`config.mk`:
```
export PLATFORM = sky130hd
export DESIGN_NAME = vpt_div
export DESIGN_NICKNAME = d
export VERILOG_FILES = /design/src/vpt_pkg.sv /design/src/vpt_div.sv
export SDC_FILE = /design/constraint.sdc
export NUM_CORES = 1
export LEC_CHECK = 0
export BUFFER_PORTS_ARGS = -buffer_cell sky130_fd_sc_hd__buf_2
export CAP_MARGIN = 20
export CORE_MARGIN = 2
export CORE_UTILIZATION = 60
export DETAILED_ROUTE_END_ITERATION = 6
export GPL_TIMING_DRIVEN = 0
export HOLD_SLACK_MARGIN = 0.02
export PLACE_DENSITY = 0.94
export SLEW_MARGIN = 10
export SYNTH_ARGS = -nofsm -noshare
export SYNTH_HDL_FRONTEND = slang
export SYNTH_SLANG_ARGS = --single-unit
```
`constraint.sdc`:
```
create_clock -name clk_i -period 6.56 [get_ports clk_i]
set_input_delay 0 -clock clk_i [delete_from_list [all_inputs] [get_ports clk_i]]
set_output_delay 0 -clock clk_i [all_outputs]
set_load 0.01 [all_outputs]
```
`src/vpt_pkg.sv`:
```
`timescale 1ns / 1ps
package vpt_pkg;

  localparam int unsigned PARTICLES = 256;
  localparam int unsigned IDX_W     = $clog2(PARTICLES);
  localparam int unsigned CNT_W     = IDX_W + 1;
  localparam int unsigned Q_W       = 24;
  localparam int unsigned DIST_W    = 51;

  typedef enum logic [2:0] {
    CMD_WRITE     = 3'd0,
    CMD_READ      = 3'd1,
    CMD_FORCE     = 3'd2,
    CMD_ACCEL     = 3'd3,
    CMD_INTEGRATE = 3'd4,
    CMD_NEAREST   = 3'd5
  } cmd_e;

  typedef enum logic [1:0] {
    REG_WORLD_WIDTH  = 2'd0,
    REG_WORLD_HEIGHT = 2'd1,
    REG_DAMPING      = 2'd2
  } reg_e;

  typedef struct packed {
    logic signed [Q_W-1:0] pos_x;
    logic signed [Q_W-1:0] pos_y;
    logic signed [Q_W-1:0] prev_x;
    logic signed [Q_W-1:0] prev_y;
    logic signed [Q_W-1:0] acc_x;
    logic signed [Q_W-1:0] acc_y;
    logic        [Q_W-1:0] inv_mass;
    logic                  pinned;
  } entry_t;

  // saturate a 34-bit sum to the Q12.12 range
  function automatic logic signed [Q_W-1:0] sat_q(input logic signed [33:0] v);
    logic signed [33:0] lo;
    logic signed [33:0] hi;
    lo = -34'sd8388608;
    hi = 34'sd8388607;
    if (v < lo) begin
      sat_q = lo[Q_W-1:0];
    end else if (v > hi) begin
      sat_q = hi[Q_W-1:0];
    end else begin
      sat_q = v[Q_W-1:0];
    end
  endfunction

endpackage

```
`src/vpt_div.sv`:
```
`timescale 1ns / 1ps
module vpt_div
  import vpt_pkg::*;
(
  input  logic        clk_i,
  input  logic        rst_ni,
  input  logic        start_i,
  input  logic [15:0] dt_i,
  input  logic [15:0] pdt_i,
  output logic        done_o,
  output logic [31:0] quot_o
);

  logic [5:0]  cnt_q, cnt_d;
  logic        busy_q, busy_d;
  logic        done_q, done_d;
  logic [15:0] rem_q, rem_d;
  logic [31:0] num_q, num_d;
  logic [31:0] quot_q, quot_d;
  logic [15:0] den_q, den_d;
  logic [16:0] rem_sh;
  logic [16:0] rem_sub;

  assign rem_sh  = {rem_q, num_q[31]};
  assign rem_sub = rem_sh - {1'b0, den_q};

  always_comb begin
    cnt_d  = cnt_q;
    busy_d = busy_q;
    done_d = 1'b0;
    rem_d  = rem_q;
    num_d  = num_q;
    quot_d = quot_q;
    den_d  = den_q;
    if (start_i) begin
      busy_d = 1'b1;
      cnt_d  = 6'd0;
      rem_d  = 16'd0;
      num_d  = {dt_i, 16'd0};
      den_d  = (pdt_i == 16'd0) ? 16'd1 : pdt_i;
    end else if (busy_q) begin
      num_d = {num_q[30:0], 1'b0};
      if (rem_sh >= {1'b0, den_q}) begin
        rem_d  = rem_sub[15:0];
        quot_d = {quot_q[30:0], 1'b1};
      end else begin
        rem_d  = rem_sh[15:0];
        quot_d = {quot_q[30:0], 1'b0};
      end
      cnt_d = cnt_q + 6'd1;
      if (cnt_q == 6'd31) begin
        busy_d = 1'b0;
        done_d = 1'b1;
      end
    end
  end

  always_ff @(posedge clk_i or negedge rst_ni) begin
    if (!rst_ni) begin
      cnt_q  <= '0;
      busy_q <= 1'b0;
      done_q <= 1'b0;
    end else begin
      cnt_q  <= cnt_d;
      busy_q <= busy_d;
      done_q <= done_d;
    end
  end

  always_ff @(posedge clk_i) begin
    rem_q  <= rem_d;
    num_q  <= num_d;
    quot_q <= quot_d;
    den_q  <= den_d;
  end

  assign done_o = done_q;
  assign quot_o = quot_q;

endmodule

```
# [Word level (Yosys, flattened, before mapping)]
# Cells that the tools add are included.
[op_classes] addsub=2 magnitude_cmp=1 eq_ne=1 muxes=12 n_bitwise=1 reduce_logical=3
[ops] operator="2-to-1 mux 32 bit" count=2
[ops] operator=">= comparator 17 x 16 -> 1 bit" count=1
[ops] operator="zero test 16 bit" count=1
[ops] operator="2-to-1 mux 16 bit" count=1
[ops] operator="subtractor 16 bit" count=1
[ops] operator="2-to-1 mux 6 bit" count=2
[ops] operator="2-to-1 mux 1 bit" count=7
[ops] operator="adder 6 x 1 -> 6 bit (second input constant)" count=1
[ops] operator="== test 6 x 5 -> 1 bit (second input constant)" count=1
[ops] operator="AND reduction 2 bit" count=1
[ops] operator="nonzero test 2 bit" count=1
[ops] operator="NOT 1 bit" count=1
[word_totals] register_bits=88 in_bits=35 output_inout_bits=33 word_cells=27

# [Logic depth before layout (Yosys ltp)]
[depth] word_depth=4 mapped_depth=11 depth_no_buf=9

# [Worst setup path before layout]
# OpenSTA, ideal clock, no wires.
[synth_timing] path_kind="reg-to-reg" from="register busy_q" to="register rem_q[12]" setup_ns=0.080 arrival_time_ns=2.434 required_time_ns=6.480 path_slack_ns=4.046 stages_incl_launch_ff=7 n_path_buf=2 period_less_slack_ns=2.514 path_cell_list="dfrtp_1 > clkbuf_1 > nand2b_1 > clkinv_1 > clkbuf_1 > o221ai_1 > o211ai_1"
[synth_lines] element="start, declared" line="vpt_div.sv:15" text="logic busy_q, busy_d;"
[synth_lines] element="start signal, assigned" line="vpt_div.sv:65" text="busy_q <= busy_d;"
[synth_lines] element="end signal, assigned" line="vpt_div.sv:71" text="rem_q <= rem_d;"
[synth_lines] element="end, declared" line="vpt_div.sv:17" text="logic [15:0] rem_q, rem_d;"

# [Worst setup path in the final report]
[layout_timing] from="register num_q[31]" to="register rem_q[10]"
[layout_via] elab_chain_len=2 word_cells_on_any_way=3 classes_between="1 x add/sub; 1 x order compare; 1 x mux"
[layout_lines] element="start, declared" line="vpt_div.sv:18" text="logic [31:0] num_q, num_d;"
[layout_lines] element="start signal, assigned" line="vpt_div.sv:72" text="num_q <= num_d;"
[layout_lines] element="subtractor 16 bit / >= comparator 17 x 16 -> 1 bit (equally long branches)" line="vpt_div.sv:25, vpt_div.sv:43"
[layout_lines] element="2-to-1 mux 16 bit (*)" line="vpt_div.sv:43" text="if (rem_sh >= {1'b0, den_q}) begin"
# Every way passes the cells marked *; elsewhere a longest branch is shown, timed or not.
# A chain may end at the register's enable or synchronous reset.

==> impl_metrics.csv <==
group,metric,value,unit
power,irDropWorstVdd,0.192,mV
min_path,whs_endpoint,"den_q[3]$_SDFFCE_PN0P_",
route,wl_per_cell,19.2,µm
route,firstDrtPassIters,7,
yosys,synth_cell_types,64,
worst_setup_path,required,6.81,ns
power,power.share.combinational,32.5,%
min_path,hold-path-cell-count,1,
worst_setup_path,r2r_end,"rem_q[10]$_SDFFE_PP0P_",
run_status,failed_checks,"design-rule violations",
worst_setup_path,arrival,3.22,ns
die,die_w,89.2,µm
die,die_area,7960,µm²
clock_tree,htreeDepth,3,
placement,pre_cts_ws,3.86,ns
sta,min_period_over_period,45.3,%
power,p_total,0.00156,W
route,vias,3679,
clock_tree,clk_path_buf_depth,2,
placement,place_congestion,0.966,
yosys,syn_nets,431,
clock_tree,cts_resized,0,
worst_setup_path,reg2reg_slack,3.59,ns
sta,max_freq,0.336,GHz
sta,worst_clock_skew,0.0179,ns
yosys,async_flop_share,9.09,%
route,vias_per_cell,6.17,
clock_tree,cts-root-buf,"clkbuf_8",
placement,dp_hpwl,6820,µm
grt,grt_pass1_wl,17900,µm
layout,fillers,433,
clock_tree,cts_sinks,88,
sta,finalCriticalPeriod,2.97,ns
grt,overflow,0,
worst_setup_path,startpoint_type,"register",
sta,relSlewSlack,26.1,%
yosys,yosysWarnings,0,
layout,num-nets-final,544,
layout,areaGrowthSynthToFinish,23.0,%
power,seqPwrFrac,45.0,%
power,p_per_area,291,nW/µm²
power,p_sw_share,35.4,%
route,postRouteAntennaNets,0,
sta,grt_setup_unrepaired,"no",
grt,antenna_found_initial,1,
route,drc,121,
sta,finalSetupViolCount,0,
yosys,synth_ff_type,"edfxtp_1",
route,drt_iter0_drc,567,
min_path,hp-class,"input port to register",
grt,grt_max_degree,31,
placement,place.port_buffers,67,
sta,tightest_slew,1.09,ns
job,drv_cap,0,
sta,slew_viol_final,0,
clock_tree,path_clk_slew,0.10,ns
layout,final_util,75.1,%
worst_setup_path,crit_type,"register to register",
die,core,7140,µm²
power,clockPowerShare,22.5,%
grt,grt_pass1_vias,3665,
min_path,hp-start,"start_i",
layout,multiInputGateArea,1690,µm²
power,p_int,0.00101,W
clock_tree,clk_latency,0.37,ns
route,routed_wl,11400,µm
sta,fin_tns_setup,0,ns
yosys,ys_seq_elements,88,
layout,seq_area,2440,µm²
grt,grt_usage,30.6,%
worst_setup_path,reg2reg_depth,9,
yosys,syn_inst,378,
yosys,syn_area,4360,µm²
die,die_h,89.2,µm
worst_setup_path,worstReg2RegStart,"num_q[31]$_DFFE_PP_",
clock_tree,cts_buffers,9,
die,initial_core_util,61.1,%
yosys,avgSynthCellArea,11.5,µm²
yosys,yosysSeqAreaShare,56.0,%
run_status,outcome,"complete, but fails checks",
clock_tree,cts_tree,"yes",
layout,post_route_cells_drive_above_1_share,23.4,%
sta,hold_viol_final,0,
power,p_sw,0.000552,W
die,num_rows,31,
worst_setup_path,crit_fanout,4,
worst_setup_path,crit_path_end_kind,"register",
power,p_leak,2.21,nW
sta,fin_ws,3.59,ns
yosys,synth_edf_count,64,
die,pin_count,68,
==> logic make-up after synthesis <==
group	count (synthesis)	synth area share (%)
AND/OR/NAND/NOR	101	11.3
AO/OA/AOI/OAI	90	15.7
flip-flops	88	56.0
buffers and inverters	54	5.25
multiplexers	18	4.56
adder cells (fa/ha/maj)	18	5.34
XOR/XNOR	9	1.81
==> registers in the layout, summed over array words and instances, names as in the netlist <==
register	flops
cnt_q	6
num_q	16
den_q	16
rem_q	16
quot_o	32
busy_q	1
done_o	1
==> layer usage <==
metal / share of wire, % / global-route usage [%] / wire (µm)
met2: 49 / 50.2 / 5610
met3: 10 / 8.96 / 1160
met1: 36 / 37.8 / 4150
met5: 0 / 0 / 0
met4: 4.4 / 13.3 / 508
==> power groups by stage <==
stage | sequential [W] | clock [W] | combinational [W]
6_report | 0.000702 | 0.000351 | 0.000507
2_1_floorplan | 0.000707 | 0 | 0.000334
5_1_grt | 0.000706 | 0.000375 | 0.000548
4_1_cts | 0.000698 | 0.000352 | 0.000475
3_5_place_dp | 0.000710 | 0 | 0.000452
3_3_place_gp | 0.000706 | 0 | 0.000432
==> metrics by stage <==
step | cell area [µm²] | hold WS (ns) | instances
after floorplan | 4360 | -0.296 | 378
after global placement | 4820 | -0.157 | 544
after detailed placement | 4840 | -0.151 | 545
after CTS | 5360 | 0.0976 | 595
after global routing | 5360 | 0.0988 | 596
final | 5360 | 0.104 | 596
==> cell usage in the layout, fill, tap and decap left out, types with 3 or more instances in the layout <==
| cell type | instances |
|---|---|
| nand2b_1 | 6 |
| a21oi_1 | 16 |
| nor4_1 | 6 |
| buf_2 | 73 |
| xnor2_1 | 5 |
| a21o_1 | 9 |
| clkbuf_1 | 22 |
| dlygate4sd3_1 | 34 |
| o21ai_0 | 8 |
| and2_1 | 7 |
| a211oi_1 | 3 |
| mux2_2 | 15 |
| o21ai_1 | 7 |
| a221o_1 | 3 |
| a311oi_1 | 3 |
| nand4_1 | 4 |
| inv_1 | 22 |
| clkbuf_8 | 9 |
| nand3_1 | 8 |
| dfxtp_1 | 16 |
| edfxtp_1 | 64 |
| o211ai_1 | 8 |
| mux2i_1 | 3 |
| o21a_1 | 5 |
| o221ai_1 | 3 |
| nor2_1 | 24 |
| nor3_1 | 10 |
| xor2_1 | 4 |
| nand2_1 | 27 |
| dfrtp_1 | 8 |
| ha_1 | 17 |
==> worst max-delay path, stage by stage (launching register included) <==
cell	delay, ns
edfxtp_1	0.38
inv_1	0.11
ha_1	0.20
fa_1	0.21
nand2b_1	0.19
a21oi_1	0.14
o311ai_0	0.92
a21o_1	0.20
o211ai_1	0.10
a311oi_1	0.39
==> final cells by class <==
class                      count  share of cell area [%]
clock buffer                  10                    2.38
antenna                        1                  0.0467
inverter                      23                    1.61
timing repair buffer         102                    13.0
tap                           99                    2.31
buffer                        31                    2.68
multi-input combinational    236                    31.5
clock inverter                 6                   0.980
sequential                    88                    45.5
==> how the worst max path moves through the flow <==
stage                                   endpoint  slack [ns]  cells after the start           startpoint
after floorplan           rem_q[12]$_SDFFE_PP0P_        4.05                      6     busy_q$_DFF_PN0_
after global placement    rem_q[12]$_SDFFE_PP0P_        3.22                      6     busy_q$_DFF_PN0_
after CTS                 rem_q[10]$_SDFFE_PP0P_        3.81                      9  num_q[31]$_DFFE_PP_
final                     rem_q[10]$_SDFFE_PP0P_        3.59                      9  num_q[31]$_DFFE_PP_
after global routing      rem_q[10]$_SDFFE_PP0P_        3.45                      9  num_q[31]$_DFFE_PP_
after detailed placement  rem_q[10]$_SDFFE_PP0P_        3.86                      9  num_q[31]$_DFFE_PP_
==> cells in the mapped netlist, types with 3 or more instances <==
cell type | instances | area (µm²)
o211ai_1 | 8 | 60.1
nand2_1 | 27 | 101
nand3_1 | 8 | 40.0
o21ai_1 | 7 | 35.0
nor4_1 | 6 | 37.5
a21oi_1 | 16 | 80.1
dfrtp_1 | 8 | 200
a211oi_1 | 3 | 22.5
nor2_1 | 24 | 90.1
dfxtp_1 | 16 | 320
a311oi_1 | 3 | 26.3
xor2_1 | 4 | 35.0
a21o_1 | 9 | 67.6
mux2_2 | 15 | 169
inv_1 | 22 | 82.6
ha_1 | 17 | 213
buf_2 | 6 | 30.0
nor3_1 | 10 | 50.1
and2_1 | 7 | 43.8
clkbuf_1 | 22 | 82.6
edfxtp_1 | 64 | 1920
nand2b_1 | 6 | 37.5
a221o_1 | 3 | 30.0
o21a_1 | 5 | 37.5
o21ai_0 | 8 | 40.0
mux2i_1 | 3 | 30.0
o221ai_1 | 3 | 26.3
nand4_1 | 4 | 25.0
xnor2_1 | 5 | 43.8
==> timing repair <==
action / CTS / global route
setup endpoints to repair: 0 / 0
hold buffers: 34 / 0
endpoints found under the hold margin: 40 / 0
buffers inserted: 0 / 0
No activity file was read; power rests on OpenSTA's default activity.
